### src/hdl/stag_pkg.sv
`timescale 1ns / 1ps
package stag_pkg;

  localparam int unsigned RANK_MAX   = 4;
  localparam int unsigned DIM_BITS   = 16;
  localparam int unsigned INDEX_BITS = 32;
  localparam int unsigned SRC_BITS   = 35;
  localparam int unsigned CFG_BITS   = 64;
  localparam int unsigned RANK_BITS  = $clog2(RANK_MAX + 1);
  localparam int unsigned DSEL_BITS  = (RANK_MAX > 1) ? $clog2(RANK_MAX) : 1;

  localparam logic [1:0] REG_BASE    = 2'd0;
  localparam logic [1:0] REG_RANK    = 2'd1;
  localparam logic [1:0] REG_SIZES   = 2'd2;
  localparam logic [1:0] REG_STRIDES = 2'd3;

  typedef struct packed {
    logic [31:0] element_index;
    logic        last_in_run;
  } in_t;

  typedef struct packed {
    logic [34:0] source_index;
    logic        bad_shape;
    logic        last_out;
  } out_t;

  // word moving down the cell chain
  typedef struct packed {
    logic                  last;
    logic [INDEX_BITS-1:0] x;
    logic [DIM_BITS-1:0]   r;
    logic [SRC_BITS-1:0]   sum;
  } stage_t;

  // per-dimension control seen by every cell of one slot
  typedef struct packed {
    logic                active;
    logic [DIM_BITS-1:0] size;
    logic [DIM_BITS-1:0] stride;
  } ctl_t;

endpackage

### src/hdl/stag_div_cell.sv
`timescale 1ns / 1ps
module stag_div_cell (
  input  logic            clk_i,
  input  logic            rst_ni,
  input  stag_pkg::ctl_t   ctl_i,
  input  logic            valid_i,
  input  stag_pkg::stage_t stage_i,
  output logic            valid_o,
  output stag_pkg::stage_t stage_o
);

  logic [stag_pkg::DIM_BITS:0] t;
  logic                        ge;
  stag_pkg::stage_t            stage_d, stage_q;
  logic                        valid_q;

  // one restoring-division step: shift in the next dividend bit
  always_comb begin
    t       = {stage_i.r, stage_i.x[stag_pkg::INDEX_BITS-1]};
    ge      = (t >= {1'b0, ctl_i.size});
    stage_d = stage_i;
    if (ctl_i.active) begin
      stage_d.r = ge ? stag_pkg::DIM_BITS'(t - {1'b0, ctl_i.size})
                     : stag_pkg::DIM_BITS'(t);
      stage_d.x = {stage_i.x[stag_pkg::INDEX_BITS-2:0], ge};
    end
  end

  always_ff @(posedge clk_i or negedge rst_ni) begin
    if (!rst_ni) begin
      valid_q <= 1'b0;
    end else begin
      valid_q <= valid_i;
    end
  end

  always_ff @(posedge clk_i) begin
    stage_q <= stage_d;
  end

  assign valid_o = valid_q;
  assign stage_o = stage_q;

endmodule

### config.mk
export PLATFORM = sky130hd
export DESIGN_NAME = stag_div_cell
export DESIGN_NICKNAME = d
export VERILOG_FILES = /design/src/hdl/stag_pkg.sv /design/src/hdl/stag_div_cell.sv
export SDC_FILE = /design/constraint.sdc
export NUM_CORES = 1
export LEC_CHECK = 0
export BUFFER_PORTS_ARGS = -buffer_cell sky130_fd_sc_hd__buf_2
export CORE_MARGIN = 2
export CORE_UTILIZATION = 37
export DETAILED_ROUTE_END_ITERATION = 10
export PLACE_DENSITY = 0.71
export SYNTH_ARGS = -nofsm -noshare
export SYNTH_HDL_FRONTEND = slang
export SYNTH_SLANG_ARGS = --single-unit
### constraint.sdc
create_clock -name clk_i -period 1.2 [get_ports clk_i]
set_clock_uncertainty 0.2 [all_clocks]
set_input_delay 0.12 -clock clk_i [delete_from_list [all_inputs] [get_ports clk_i]]
set_output_delay 0.12 -clock clk_i [all_outputs]
set_load 0.01 [all_outputs]
==> out/results.md <==
| Parameter | This run | Unit |
|---|---|---|
| Run status | complete, but fails checks | - |
| Violations in the final reports | negative setup slack | - |
| Final weighted congestion of routability-driven global placement | 0.842 | - |
| Total length of routed wires | 14.9 | mm |
| Initial DRT Pass Iterations | 5 | - |
| H-tree Lvls | 3 | - |
| Layout-stage area growth over the synthesis result | 92.6 | % |
| Final hold violations | 0 | - |
| Placed cells | 653 | - |
| Endpoint arrival time on the critical path | 2.14 | ns |
| Area of combinational cells with multiple inputs | 1720 | um^2 |
| Rel. slew slack | 0.772 | - |
| YS warnings | 0 | - |
| Power per Cell Area | 1200 | nW/um^2 |
| Mean Syn Cell Area | 10.6 | um^2 |
| Via count of the first global-routing pass | 3,854 | - |
| Critical path launch point type | input pin | - |
| Worst-margin pin slew | 0.341 | ns |
| I/O pin count | 205 | - |
| Fraction of layout cells with a size suffix above 1 | 0.540 | - |
| Overall fraction of global-route tracks in use | 0.266 | - |
| Die Span Y | 98.1 | um |
| CTS Root Buffer Type | sky130_fd_sc_hd__clkbuf_8 | - |
| Number of port buffers | 188 | - |
| Core region area | 8680 | um^2 |
| FF+latch area | 1710 | um^2 |
| Fin. max-slew vios | 0 | - |
| DRC violations left | 0 | - |
| Post-Synthesis Net Count | 446 | - |
| Peak ir drop on the vdd network | 1.04 | mV |
| Type of the setup path with the least slack | in -> reg | - |
| Asr flop ratio synth | 0.0118 | - |
| Maximum capacitance violations | 0 | - |
| Min-delay worst type | in -> reg | - |
| CP required | 1.28 | ns |
| Post-synthesis instance area | 3280 | um^2 |
| Initial cell density of the core | 0.378 | - |
| Number of clock sinks | 85 | - |
| Total congestion overflow | 0 | - |
| Clock Path Buffers | 2 | - |
| Vias | 3,833 | - |
| Top FF cell, synth | sky130_fd_sc_hd__dfxtp_1 | - |
| Final net count | 788 | - |
| Commonest cells after routing, fill and taps aside | sky130_fd_sc_hd__buf_2, sky130_fd_sc_hd__dlygate4sd3_1, sky130_fd_sc_hd__dfxtp_1, sky130_fd_sc_hd__buf_4, sky130_fd_sc_hd__mux2_2 | - |
| Remaining antenna violation count | 0 | - |
| Unrepaired setup endpoints after global routing | yes | - |
| Routed wire length per instance | 19.5 | um |
| Number of cell rows | 34 | - |
| Cell leakage power | 3.00 | nW |
| Min Tclk post-route | 2.06 | ns |
| Hold slack | 0.0319 | ns |
| Most common cell after layout, fill and taps aside | sky130_fd_sc_hd__buf_2 | - |
| Total clock buffers created by CTS | 9 | - |
| CP Max Fanout | 7 | - |
| Antenna violations before repair | 2 | - |
| Clock-pin slew on the worst setup and hold paths | 0.10 | ns |
| Count of cell types in the netlist | 42 | - |
| EDFF count, synth | 0 | - |
| Number of synthesized register bits | 85 | - |
| Average via count per standard cell | 5.01 | - |
| CTS tree | done | - |
| Non-filler instance count after layout | 765 | - |
| Synth Instances | 309 | - |
| Sequential-to-total area share from yosys stat | 0.520 | - |
| Number of inserted filler cells in the final layout | 580 | - |
| Fraction of the cycle the final worst path needs | 1.72 | - |
| Iteration-0 DRC Markers | 190 | - |
| Pin count of the biggest net entering global routing | 21 | - |
| Final count of negative-setup-slack endpoints | 20 | - |
| First-pass GRT wire length | 20.1 | mm |
| Die area | 9630 | um^2 |
| Least setup slack across all paths after layout | -0.860 | ns |
| Chip width | 98.1 | um |
| Estimated wirelength of the detail-placed design | 7.30 | mm |
| Maximum achievable frequency | 486 | MHz |
| Kind of end point of the critical path | flop | - |
logic make-up (layout without fill, tap and decap cells):
logic type	Yosys count	count (layout)	share of synthesized area
mux	40	40	0.134
simple gates	63	63	0.0923
buf+inv	33	380	0.0412
other cells	0	1	0
xor+xnor	11	11	0.0294
compound gates	60	60	0.116
fa+ha+maj	17	17	0.0671
flops	85	85	0.520
where the power goes:
part	switching [mW]	internal [mW]
registers	0.0740	3.05
logic	1.01	1.15
clock network	1.27	1.02
cell type report:
type                            count  share of cell area
Timing Repair Buffer              345               0.387
Clock buffer                        9              0.0196
Sequential cell                    85               0.271
Antenna cell                        1            0.000396
Tap cell                          108              0.0214
Multi-Input combinational cell    191               0.273
Clock inverter                      7              0.0147
Inverter                           19              0.0133
Yosys cell counts, types with 2 or more instances:
master / count / area [um^2]
sky130_fd_sc_hd__a21oi_1: 26 / 130
sky130_fd_sc_hd__xnor2_1: 6 / 52.6
sky130_fd_sc_hd__o21ai_0: 9 / 45.0
sky130_fd_sc_hd__nor2_1: 23 / 86.3
sky130_fd_sc_hd__nand2_1: 13 / 48.8
sky130_fd_sc_hd__or3_1: 2 / 12.5
sky130_fd_sc_hd__nand4_1: 5 / 31.3
sky130_fd_sc_hd__nand2b_1: 5 / 31.3
sky130_fd_sc_hd__o2111ai_1: 3 / 26.3
sky130_fd_sc_hd__a21o_1: 4 / 30.0
sky130_fd_sc_hd__o21a_1: 3 / 22.5
sky130_fd_sc_hd__o211ai_1: 2 / 15.0
sky130_fd_sc_hd__ha_1: 16 / 200
sky130_fd_sc_hd__a31oi_1: 6 / 37.5
sky130_fd_sc_hd__nor2b_1: 3 / 18.8
sky130_fd_sc_hd__nor3_1: 4 / 20.0
sky130_fd_sc_hd__dfxtp_1: 84 / 1680
sky130_fd_sc_hd__buf_1: 2 / 7.51
sky130_fd_sc_hd__mux2i_1: 10 / 100
sky130_fd_sc_hd__mux2_2: 30 / 338
sky130_fd_sc_hd__or2_1: 2 / 12.5
sky130_fd_sc_hd__buf_2: 2 / 10.0
sky130_fd_sc_hd__xor2_1: 5 / 43.8
sky130_fd_sc_hd__inv_1: 19 / 71.3
sky130_fd_sc_hd__clkbuf_1: 8 / 30.0
sequential cells by signal, summed over array words and instances, names as in the netlist:
signal	cells
stage_o	84
valid_o	1
per-stage QoR:
step	util	setup TNS [ns]	setup WS, ns	area, um^2	power, mW
after floorplan	-	-13.49	-0.927	3390	3.97
after global placement	0.563	-17.35	-1.13	4890	4.70
after detailed placement	0.563	-18.21	-1.20	4890	4.74
after CTS	0.703	-11.70	-0.762	6100	7.18
after global routing	0.728	-13.20	-0.906	6320	7.79
final	0.728	-12.68	-0.860	6320	7.57
per-layer routing:
| metal | vias to the layer above | GRT usage | share of wire |
|---|---|---|---|
| li1 | 1756 | - | - |
| met1 | 1782 | 0.282 | 0.36 |
| met2 | 231 | 0.501 | 0.52 |
| met3 | 62 | 0.0673 | 0.070 |
| met4 | 2 | 0.104 | 0.048 |
| met5 | - | 0 | 0.00074 |
final timing paths:
check | start | endpoint | cells after the start | slack, ns
worst max-delay path | ctl_i[18] | stage_o[36] | 12 | -0.86
worst min-delay path | ctl_i[32] | stage_o[82] | 3 | 0.03
max in group asynchronous | rst_ni | valid_o | 3 | 0.25
min in group asynchronous | rst_ni | valid_o | 3 | 0.43
critical path: stages:
cell and delay, ns:
sky130_fd_sc_hd__buf_8 0.08, sky130_fd_sc_hd__inv_4 0.03, sky130_fd_sc_hd__ha_4 0.28, sky130_fd_sc_hd__buf_4 0.13, sky130_fd_sc_hd__buf_4 0.11, sky130_fd_sc_hd__and4_1 0.21, sky130_fd_sc_hd__a31oi_1 0.09, sky130_fd_sc_hd__or2_2 0.29
sky130_fd_sc_hd__o311a_4 0.17, sky130_fd_sc_hd__buf_4 0.18, sky130_fd_sc_hd__or2_1 0.23, sky130_fd_sc_hd__a31oi_1 0.21
timing repair:
action / CTS / global route
endpoints found under the setup margin: 17 / 26
hold buffers: 88 / 0
buffers inserted: 4 / 3
gates resized for setup: 21 / 42
pin swaps: 15 / 19
hold endpoints to repair: 86 / 0
Note: power is estimated with default switching activity, not from simulation.
