**src/hdl/stag_pkg.sv**
```systemverilog
`timescale 1ns / 1ps
package stag_pkg;

  localparam int unsigned RANK_MAX   = 4;
  localparam int unsigned DIM_BITS   = 16;
  localparam int unsigned INDEX_BITS = 32;
  localparam int unsigned SRC_BITS   = 35;
  localparam int unsigned CFG_BITS   = 64;
  localparam int unsigned RANK_BITS  = $clog2(RANK_MAX + 1);
  localparam int unsigned DSEL_BITS  = (RANK_MAX > 1) ? $clog2(RANK_MAX) : 1;

  localparam logic [1:0] REG_BASE    = 2'd0;
  localparam logic [1:0] REG_RANK    = 2'd1;
  localparam logic [1:0] REG_SIZES   = 2'd2;
  localparam logic [1:0] REG_STRIDES = 2'd3;

  typedef struct packed {
    logic [31:0] element_index;
    logic        last_in_run;
  } in_t;

  typedef struct packed {
    logic [34:0] source_index;
    logic        bad_shape;
    logic        last_out;
  } out_t;

  // word moving down the cell chain
  typedef struct packed {
    logic                  last;
    logic [INDEX_BITS-1:0] x;
    logic [DIM_BITS-1:0]   r;
    logic [SRC_BITS-1:0]   sum;
  } stage_t;

  // per-dimension control seen by every cell of one slot
  typedef struct packed {
    logic                active;
    logic [DIM_BITS-1:0] size;
    logic [DIM_BITS-1:0] stride;
  } ctl_t;

endpackage

```
**src/hdl/stag_mac_cell.sv**
```systemverilog
`timescale 1ns / 1ps
module stag_mac_cell (
  input  logic            clk_i,
  input  logic            rst_ni,
  input  stag_pkg::ctl_t   ctl_i,
  input  logic            valid_i,
  input  stag_pkg::stage_t stage_i,
  output logic            valid_o,
  output stag_pkg::stage_t stage_o
);

  logic [2*stag_pkg::DIM_BITS-1:0] prod;
  stag_pkg::stage_t                stage_d, stage_q;
  logic                            valid_q;

  // remainder times stride into the sum; quotient moves on as the next index
  always_comb begin
    prod    = {{stag_pkg::DIM_BITS{1'b0}}, stage_i.r}
            * {{stag_pkg::DIM_BITS{1'b0}}, ctl_i.stride};
    stage_d = stage_i;
    if (ctl_i.active) begin
      stage_d.sum = stage_i.sum + stag_pkg::SRC_BITS'(prod);
      stage_d.r   = '0;
    end
  end

  always_ff @(posedge clk_i or negedge rst_ni) begin
    if (!rst_ni) begin
      valid_q <= 1'b0;
    end else begin
      valid_q <= valid_i;
    end
  end

  always_ff @(posedge clk_i) begin
    stage_q <= stage_d;
  end

  assign valid_o = valid_q;
  assign stage_o = stage_q;

endmodule

```
**config.mk**
```make
export PLATFORM = sky130hd
export DESIGN_NAME = stag_mac_cell
export DESIGN_NICKNAME = d
export VERILOG_FILES = /design/src/hdl/stag_pkg.sv /design/src/hdl/stag_mac_cell.sv
export SDC_FILE = /design/constraint.sdc
export NUM_CORES = 1
export LEC_CHECK = 0
export BUFFER_PORTS_ARGS = -buffer_cell sky130_fd_sc_hd__buf_2
export CAP_MARGIN = 15
export CORE_UTILIZATION = 64
export CTS_CLUSTER_SIZE = 24
export DETAILED_ROUTE_END_ITERATION = 6
export PLACE_DENSITY = 0.89
export SYNTH_ARGS = -nofsm -noshare
export SYNTH_HDL_FRONTEND = slang
export SYNTH_SLANG_ARGS = --single-unit
```
**constraint.sdc**
```tcl
create_clock -name clk_i -period 0.9 [get_ports clk_i]
set_clock_uncertainty 0.15 [all_clocks]
set_input_delay 0 -clock clk_i [delete_from_list [all_inputs] [get_ports clk_i]]
set_output_delay 0 -clock clk_i [all_outputs]
set_load 0.02 [all_outputs]
```
==> impl_summary.txt, run 1 <==
----------------------------------------------------
[Status]
  Status ... stopped before the end
  Stopped at ... global routing (5_1_grt)
  First error message ... [ERROR GRT-0116] Global routing finished with congestion. Check the congestion regions in the DRC Viewer.

[Clocking]
  Clock tree root buffer cell ... sky130_fd_sc_hd__clkbuf_16
  H-tree levels ... 3
  Number of buffers created by CTS ... 9
  Buffer depth of the longest clock path ... 2
  Clock sink total ... 85

[Synth]
  Post-synth cell types ... 60
  Mapped Nets ... 1807
  Area share of the leading cell type in the synthesized netlist ... 0.368
  Leading register cell type out of synthesis ... sky130_fd_sc_hd__dfxtp_1
  Count of flip-flops with a built-in enable after synthesis ... 0
  Area of the mapped netlist ... 12300 um2
  Register area share after synthesis ... 0.139
  Biggest area contributors in the synthesized netlist ... sky130_fd_sc_hd__fa_1 (37%), sky130_fd_sc_hd__dfxtp_1 (14%), sky130_fd_sc_hd__ha_1 (11%)
  Cell type with the largest total area after synthesis ... sky130_fd_sc_hd__fa_1
  Proportion of synthesized flip-flops having asynchronous set or reset ... 0.0118
  Gate Count Post-Synth ... 1352
  Post-synthesis average cell area ... 9.10 um2
  Number of storage elements in the synthesis netlist ... 85
  Syn. warnings ... 0

[GRT]
  Global-route congestion overflow total ... 16
  Via count of the first global-routing pass ... 17100
  Largest net degree at the start of global routing ... 41
  Overall track demand over capacity in global routing ... 0.792
  Wire length of the first global-routing pass ... 112 mm

[Placement]
  Pre-CTS setup slack ... -5030 ps
  Port bufs ... 188
  RD Place Congestion ... 0.936
  DPL Wire Length ... 31.1 mm
  Dpl cells ... 1909

[Floorplan]
  Initial cell density of the core ... 0.656
  Die Height ... 141 um
  Standard-cell row count ... 50
  Width of the die ... 141 um
  Count of pins on the block boundary ... 205

----------------------------------------------------
[synthesized netlist by cell type, types with 2 or more instances]
cell type and number:
sky130_fd_sc_hd__a211o_1 2, sky130_fd_sc_hd__a211oi_1 3, sky130_fd_sc_hd__a21o_1 17, sky130_fd_sc_hd__a21o_2 4
sky130_fd_sc_hd__a21oi_1 32, sky130_fd_sc_hd__a21oi_2 5, sky130_fd_sc_hd__a31o_2 2, sky130_fd_sc_hd__a31oi_1 3
sky130_fd_sc_hd__and2_1 121, sky130_fd_sc_hd__and3_1 4, sky130_fd_sc_hd__and4_2 2, sky130_fd_sc_hd__buf_2 2
sky130_fd_sc_hd__buf_4 3, sky130_fd_sc_hd__buf_6 4, sky130_fd_sc_hd__clkbuf_1 41, sky130_fd_sc_hd__clkbuf_8 3
sky130_fd_sc_hd__dfxtp_1 84, sky130_fd_sc_hd__fa_1 226, sky130_fd_sc_hd__ha_1 109, sky130_fd_sc_hd__inv_1 337
sky130_fd_sc_hd__mux2_2 12, sky130_fd_sc_hd__mux2i_1 4, sky130_fd_sc_hd__nand2_1 172, sky130_fd_sc_hd__nand2b_1 3
sky130_fd_sc_hd__nand3_1 9, sky130_fd_sc_hd__nand4_1 11, sky130_fd_sc_hd__nor2_1 24, sky130_fd_sc_hd__nor2b_1 19
sky130_fd_sc_hd__nor3_1 3, sky130_fd_sc_hd__nor4b_1 2, sky130_fd_sc_hd__o21a_1 5, sky130_fd_sc_hd__o21ai_0 20
sky130_fd_sc_hd__o21ai_1 4, sky130_fd_sc_hd__o21bai_1 6, sky130_fd_sc_hd__o31ai_1 2, sky130_fd_sc_hd__or2_2 2
sky130_fd_sc_hd__or4_1 3, sky130_fd_sc_hd__xnor2_1 16, sky130_fd_sc_hd__xor2_1 10
[per-layer routing]
layer	global-route usage	GRT overflow
met1	0.780	0
met2	0.942	8
met3	0.670	0
met4	0.800	8
met5	0.371	0
[through the flow]
stage	util	cell area (um2)
2_1_floorplan	-	13100
3_3_place_gp	0.807	15200
3_5_place_dp	0.807	15200
4_1_cts	0.958	18000
[repair_timing]
action                                  4_1_cts
endpoints found under the hold margin        83
setup buffers                                30
hold buffers                                 79
cloned                                        2
pin swaps                                   130
endpoints found under the setup margin      120
gates resized for setup                     497
[kinds of logic after synthesis]
family,count (synthesis),share of synthesized area
AOI/OAI and AO/OA,119,0.0681
xor gates and xnor gates,26,0.0185
adders and majority gates,335,0.479
buffers and inverters,392,0.128
DFF,85,0.139
muxes,16,0.0142
and+or+nand+nor,379,0.153
==> run 2, diff against run 1 <==
--- a/config.mk
+++ b/config.mk
@@ -7,10 +7,9 @@
 export LEC_CHECK = 0
 export BUFFER_PORTS_ARGS = -buffer_cell sky130_fd_sc_hd__buf_2
 export CAP_MARGIN = 15
-export CORE_UTILIZATION = 64
-export CTS_CLUSTER_SIZE = 24
+export CORE_UTILIZATION = 40
 export DETAILED_ROUTE_END_ITERATION = 6
-export PLACE_DENSITY = 0.89
+export PLACE_DENSITY_LB_ADDON = 0.15
 export SYNTH_ARGS = -nofsm -noshare
 export SYNTH_HDL_FRONTEND = slang
 export SYNTH_SLANG_ARGS = --single-unit
==> run 2 against run 1 <==
The flow now finishes, with violations (hold timing, setup timing). Synthesized area stayed put. Synthesized cell count stayed put.
==> impl_summary.txt, run 2 <==
----------------------------------------------------
[Finish]
  Highest-count cells in the layout ignoring fill and taps ... sky130_fd_sc_hd__inv_1 (301), sky130_fd_sc_hd__fa_1 (207), sky130_fd_sc_hd__buf_6 (165), sky130_fd_sc_hd__buf_4 (165), sky130_fd_sc_hd__nand2_1 (156)
  Most common cell after layout, fill and taps aside ... sky130_fd_sc_hd__inv_1
  Area growth, synth to finish ... 52.7%
  Final-stage net count ... 2277
  Total area of sequential cells ... 1810 um2
  Max reg flops ... 84
  Fraction of layout cells with a size suffix above 1 ... 0.423
  Area taken by multi-input logic gates ... 10200 um2
  Diodes inserted ... 0
  Fillcell total ... 2468

[Critical path]
  Worst EP arrival ... 5420 ps
  Cell with the largest stage delay on the worst path ... sky130_fd_sc_hd__fa_2
  CP startpoint kind ... primary input
  Cell occurring most often along the worst timing path ... sky130_fd_sc_hd__fa_1
  Worst Setup Path Type ... in2reg
  Setup crit end kind ... register
  Worst path bufs/invs ... 6
  Worst Path Max Fanout ... 6
  Worst path required time ... 1020 ps
  Cell chain of the critical path ... buf_12 -> buf_6 -> and2_4 -> fa_1 -> inv_2 -> fa_2 -> fa_1 -> inv_2 -> fa_2 -> fa_1 -> inv_1 -> fa_1 -> inv_1 -> ha_4 -> nand2_2 -> or4_4 -> a21oi_4 -> o311ai_4 -> a21boi_2 -> o31ai_2 -> xnor2_1 -> a32o_2
  Cell family with most CP delay ... adder cells
  Delay of the slowest critical-path stage ... 550 ps

[Detailed routing]
  Met2 routed WL ... 16.4 mm
  Top Metal Used ... met4
  Via-per-instance ratio ... 4.61
  Length of the first detailed-routing pass in iterations ... 4
  M1 wire length ... 15.9 mm
  DRC violations left ... 0
  Iteration-0 DRC Markers ... 540
  Final wirelength ... 34.5 mm
  Count of antenna-violating nets left after detailed routing ... 0
  Mean routed wirelength per cell ... 15.6 um
  Met3 layer wire length in the routed design ... 1.57 mm
  Via count ... 10200

[Clocking]
  Buffer depth of the longest clock path ... 2 (unchanged)
  Clock tree root buffer cell ... sky130_fd_sc_hd__clkbuf_16
  Clock-pin slew on the worst setup and hold paths ... 80 ps
  H-tree levels ... 3 (unchanged)
  Clock tree from TritonCTS ... done
  Number of buffers created by CTS ... 9 (unchanged)
  Clock sink total ... 85 (unchanged)

[GRT]
  Largest net degree at the start of global routing ... 32
  Overall track demand over capacity in global routing ... 0.233
  Global-route congestion overflow total ... 0
  Via count of the first global-routing pass ... 10900
  Antenna violations before repair ... 0
  Wire length of the first global-routing pass ... 56.3 mm

[Synth]
  Top cells by count, synth ... sky130_fd_sc_hd__inv_1 (337), sky130_fd_sc_hd__fa_1 (226), sky130_fd_sc_hd__nand2_1 (172), sky130_fd_sc_hd__and2_1 (121), sky130_fd_sc_hd__ha_1 (109)
  Biggest area contributors in the synthesized netlist ... sky130_fd_sc_hd__fa_1 (37%), sky130_fd_sc_hd__dfxtp_1 (14%), sky130_fd_sc_hd__ha_1 (11%)
  Count of flip-flops with a built-in enable after synthesis ... 0 (unchanged)
  Area share of and/or/nand/nor cells after synthesis ... 0.153 (unchanged)
  Number of storage elements in the synthesis netlist ... 85 (unchanged)
  Syn. warnings ... 0 (unchanged)
  Adder-cell share of the synthesized area ... 0.479 (unchanged)
  Cell type with the largest total area after synthesis ... sky130_fd_sc_hd__fa_1
  Mux cell area share after synthesis ... 0.0142 (unchanged)
  Proportion of synthesized flip-flops having asynchronous set or reset ... 0.0118 (unchanged)
  Most frequently used cell type in the post-synthesis netlist ... sky130_fd_sc_hd__inv_1
  Register area share after synthesis ... 0.139 (unchanged)
  Gate Count Post-Synth ... 1352 (unchanged)
  Synth Area in XOR/XNOR ... 0.0185 (unchanged)
  Mapped Nets ... 1807 (unchanged)
  Area of the mapped netlist ... 12300 um2 (unchanged)
  Share of the synthesized area in compound gates (AO/OA/AOI/OAI) ... 0.0681 (unchanged)
  Post-synthesis average cell area ... 9.10 um2 (unchanged)
  Area share of the leading cell type in the synthesized netlist ... 0.368 (unchanged)
  Leading register cell type out of synthesis ... sky130_fd_sc_hd__dfxtp_1
  Post-synth cell types ... 60 (unchanged)
  Combinational family with the most area after synthesis ... adder cells

[Status]
  Status ... finished with violations
  Violations in the final reports ... hold timing, setup timing

[Floorplan]
  Width of the die ... 177 um (+26%)
  Standard-cell row count ... 63 (+26%)
  Placeable core area ... 30000 um2
  Die Height ... 177 um (+26%)
  Initial cell density of the core ... 0.411 (-0.245)
  Count of pins on the block boundary ... 205 (unchanged)
  Die Footprint ... 31500 um2

[Timing]
  Final clock period utilization by the worst path ... 5.89
  Number of max-slew violations in the final report ... 0
  Rel. slew slack ... 0.630
  Hold Vio Cnt, Final ... 22
  Highest achievable clock rate ... 189 MHz
  Actual transition at the worst max-transition pin ... 554 ps
  Number of endpoints failing setup at the final stage ... 120
  Fin Hold WS ... -166 ps
  Final critical-path required period ... 5300 ps
  Setup repair after global routing missed its margin ... true
  Setup slack after layout ... -4400 ps

[Placement]
  RD Place Congestion ... 0.873 (-6.8%)
  Port bufs ... 188 (unchanged)
  DPL Wire Length ... 27.8 mm (-11%)

[Worst hold path]
  Hold crit path type ... in2reg

[Job]
  Max Cap Violations ... 0

----------------------------------------------------
run 2: area by class of cell:
cell class / instances / area share
multi-input combinational: 875 / 0.541
inverter: 337 / 0.0673
sequential: 85 / 0.0963
tap: 390 / 0.0260
clock buffer: 9 / 0.0120
timing repair buffer: 514 / 0.253
clock inverter: 7 / 0.00406
run 2: through the flow:
| stage | area [um2] | setup TNS (ps) | cells | util | worst slack (ps) |
|---|---|---|---|---|---|
| after floorplan | 13100 | -122310 | 1352 | - | -4670 |
| after global placement | 15400 | -142020 | 2076 | 0.515 | -5050 |
| after detailed placement | 15400 | -141850 | 2076 | 0.515 | -5050 |
| after CTS | 18400 | -129230 | 2207 | 0.614 | -4440 |
| after global routing | 18800 | -135300 | 2217 | 0.627 | -4570 |
| final | 18800 | -128360 | 2217 | 0.627 | -4400 |
run 2: cells by family (layout without fill, tap and decap cells):
| logic type | count (synthesis) | in the layout |
|---|---|---|
| AND/OR/NAND/NOR | 379 | 379 |
| multiplexers | 16 | 16 |
| buffers and inverters | 392 | 867 |
| AO/OA/AOI/OAI | 119 | 119 |
| adder cells (fa/ha/maj) | 335 | 335 |
| XOR/XNOR | 26 | 26 |
| flip-flops | 85 | 85 |
run 2: final timing paths:
path,start,end,slack (ps),cells past startpoint
max,stage_i[42],stage_o[34]$_DFF_P_,-4400,22
min,stage_i[24],stage_o[24]$_DFF_P_,-170,3
max in group asynchronous,rst_ni,valid_o$_DFF_PN0_,140,3
min in group asynchronous,rst_ni,valid_o$_DFF_PN0_,340,3
run 2: routing by layer:
| metal | vias to the layer above | global-route usage |
|---|---|---|
| met2 | 227 | 0.389 |
| met5 | - | 0 |
| li1 | 4959 | - |
| met3 | 33 | 0.0366 |
| met4 | 0 | 0.0577 |
| met1 | 5001 | 0.314 |
run 2: what timing repair did:
item | CTS | global route
hold buffers | 82 | 1
hold endpoints to repair | 86 | 15
gates resized for setup | 500 | 79
pin swaps | 121 | 68
setup buffers | 34 | 13
endpoints found under the setup margin | 119 | 122
cloned | 1 | 0
Power of run 2 is left out: the tool's default activity adds up to more than one toggle a clock period on the data nets, which glitch-free logic cannot reach.
==> run 3, diff against run 2 <==
==> constraint.sdc (replaced) <==
create_clock -name clk_i -period 4.3 [get_ports clk_i]
set_clock_uncertainty 0.15 [all_clocks]
set_input_delay 0 -clock clk_i [delete_from_list [all_inputs] [get_ports clk_i]]
set_output_delay 0 -clock clk_i [all_outputs]
set_load 0.02 [all_outputs]
==> run 3 against run 2 <==
The run ends with setup timing left. Critical path depth down 1. Final cell count decreased by 1.5%. Sequential cell count unchanged. Worst hold slack better by 270 ps. Setup slack better by 3300 ps. Final area down 7.1%. Sequential share of layout area increased by 0.15 points. Non-clock buffer count decreased by 33. Critical endpoint unchanged. Largest cell class unchanged.
==> impl_summary.txt, run 3 (synthesized netlist as in run 2, its figures left out) <==
----------------------------------------------------
[Status]
  Status ... finished with violations
  Violations in the final reports ... setup timing

[Detailed routing]
  DRC violations left ... 0 (unchanged)
  Length of the first detailed-routing pass in iterations ... 4 (unchanged)
  Via-per-instance ratio ... 4.71 (+2.3%)
  Mean routed wirelength per cell ... 15.7 um (+1.1%)
  Final wirelength ... 34.4 mm (-0.44%)
  Via count ... 10300 (+0.74%)
  Count of antenna-violating nets left after detailed routing ... 0 (unchanged)
  Iteration-0 DRC Markers ... 375 (-31%)

[Finish]
  Max reg flops ... 84 (unchanged)
  Highest-count cells in the layout ignoring fill and taps ... sky130_fd_sc_hd__inv_1 (320), sky130_fd_sc_hd__fa_1 (210), sky130_fd_sc_hd__buf_2 (159)
  Fillcell total ... 2742 (+11%)
  Area growth, synth to finish ... 41.8%
  Final-stage net count ... 2244 (-1.4%)
  Diodes inserted ... 0 (unchanged)
  Fraction of layout cells with a size suffix above 1 ... 0.321 (-0.102)
  Most common cell after layout, fill and taps aside ... sky130_fd_sc_hd__inv_1

[Floorplan]
  Die Footprint ... 31500 um2 (unchanged)
  Placeable core area ... 30000 um2 (unchanged)
  Initial cell density of the core ... 0.411 (unchanged)
  Width of the die ... 177 um (unchanged)
  Die Height ... 177 um (unchanged)
  Count of pins on the block boundary ... 205 (unchanged)
  Standard-cell row count ... 63 (unchanged)

[Timing]
  Final clock period utilization by the worst path ... 1.25
  Actual transition at the worst max-transition pin ... 614 ps (+60.0 ps)
  Setup slack after layout ... -1070 ps (+3330 ps)
  Rel. slew slack ... 0.590 (-0.0400)
  Setup repair after global routing missed its margin ... true
  Summed negative setup slack over all endpoints ... -18650 ps (+109700 ps)
  Number of max-slew violations in the final report ... 0 (unchanged)
  Number of endpoints failing setup at the final stage ... 25 (-79%)
  Hold Vio Cnt, Final ... 0 (-100%)
  Highest achievable clock rate ... 186 MHz
  Final critical-path required period ... 5370 ps

[Clocking]
  Number of buffers created by CTS ... 9 (unchanged)
  Clock-pin slew on the worst setup and hold paths ... 70 ps (about the same)
  Clock sink total ... 85 (unchanged)
  Buffer depth of the longest clock path ... 2 (unchanged)
  Clock tree root buffer cell ... sky130_fd_sc_hd__clkbuf_16
  Clock tree from TritonCTS ... done
  H-tree levels ... 3 (unchanged)

[Critical path]
  Worst Path Max Fanout ... 6 (unchanged)
  Setup crit end kind ... register
  Worst EP arrival ... 5490 ps (+70 ps)
  Worst setup path startpoint ... stage_i[40]
  CP startpoint kind ... primary input
  Worst Setup Path Type ... in2reg
  Worst path required time ... 4420 ps (+3400 ps)

[GRT]
  Overall track demand over capacity in global routing ... 0.230 (-0.00335)
  Wire length of the first global-routing pass ... 55.6 mm (-1.2%)
  Antenna violations before repair ... 1 (+1)
  Via count of the first global-routing pass ... 11000 (+0.97%)
  Largest net degree at the start of global routing ... 51 (+59%)
  Global-route congestion overflow total ... 0 (unchanged)

[Placement]
  RD Place Congestion ... 0.900 (+3.1%)
  DPL Wire Length ... 27.9 mm (+0.40%)
  Port bufs ... 188 (unchanged)

[Worst hold path]
  Hold crit path type ... in2reg
  Beginning of the worst hold path ... stage_i[82]

[Job]
  Max Cap Violations ... 0 (unchanged)

----------------------------------------------------
==> run 3: repair_timing <==
action,4_1_cts,5_1_grt
endpoints found under the setup margin,25,27
resized for setup,171,70
pin swaps,69,56
cloned,1,0
hold endpoints to repair,86,0
hold buffers,99,0
setup buffers,19,10
==> run 3: path summary, 6_finish.rpt <==
kind                                       end  slack, ps  cells past startpoint
max in group asynchronous    valid_o$_DFF_PN0_       3590                      3
hold / removal             stage_o[82]$_DFF_P_        110                      2
min in group asynchronous    valid_o$_DFF_PN0_        310                      3
setup / recovery           stage_o[34]$_DFF_P_      -1070                     21
==> run 3: routing by layer <==
metal	vias up	wire length, um	GRT usage
li1	4885	-	-
met1	5155	13800	0.271
met2	205	18300	0.421
met3	51	1270	0.0334
met4	0	1010	0.0816
met5	-	0	0
==> run 3: stage by stage <==
stage	hold WS [ps]	util	setup slack [ps]	instance area (um2)	instances
6_report	106	0.583	-1070	17500	2184
5_1_grt	104	0.583	-1210	17500	2184
4_1_cts	84.7	0.571	-1060	17100	2174
3_5_place_dp	-373	0.500	-1690	15000	2041
3_3_place_gp	-375	0.500	-1570	15000	2041
2_1_floorplan	-446	-	-1270	12800	1352
==> run 3: layout make-up <==
cell class	count	area (um2)	share of cell area
clock inverter	7	66.3	0.00380
timing repair buffer	481	3850	0.221
clock buffer	9	225	0.0129
sequential	85	1710	0.0978
multi-input combinational	875	9850	0.564
inverter	337	1260	0.0725
tap	390	488	0.0280
==> run 3: worst max-delay path, cell delays in order <==
cell,delay [ps]
sky130_fd_sc_hd__buf_12,110
sky130_fd_sc_hd__and2_4,150
sky130_fd_sc_hd__fa_1,530
sky130_fd_sc_hd__inv_1,50
sky130_fd_sc_hd__fa_1,490
sky130_fd_sc_hd__inv_2,40
sky130_fd_sc_hd__fa_2,590
sky130_fd_sc_hd__fa_1,470
sky130_fd_sc_hd__fa_1,520
sky130_fd_sc_hd__inv_1,50
sky130_fd_sc_hd__fa_1,490
sky130_fd_sc_hd__inv_2,50
sky130_fd_sc_hd__ha_4,280
sky130_fd_sc_hd__nand4_1,130
sky130_fd_sc_hd__or4_4,560
sky130_fd_sc_hd__a21oi_4,190
sky130_fd_sc_hd__o311ai_4,120
sky130_fd_sc_hd__a21boi_2,190
sky130_fd_sc_hd__o31ai_2,90
sky130_fd_sc_hd__xnor2_1,130
sky130_fd_sc_hd__a32o_2,260
Power of run 3 is left out for the same reason.
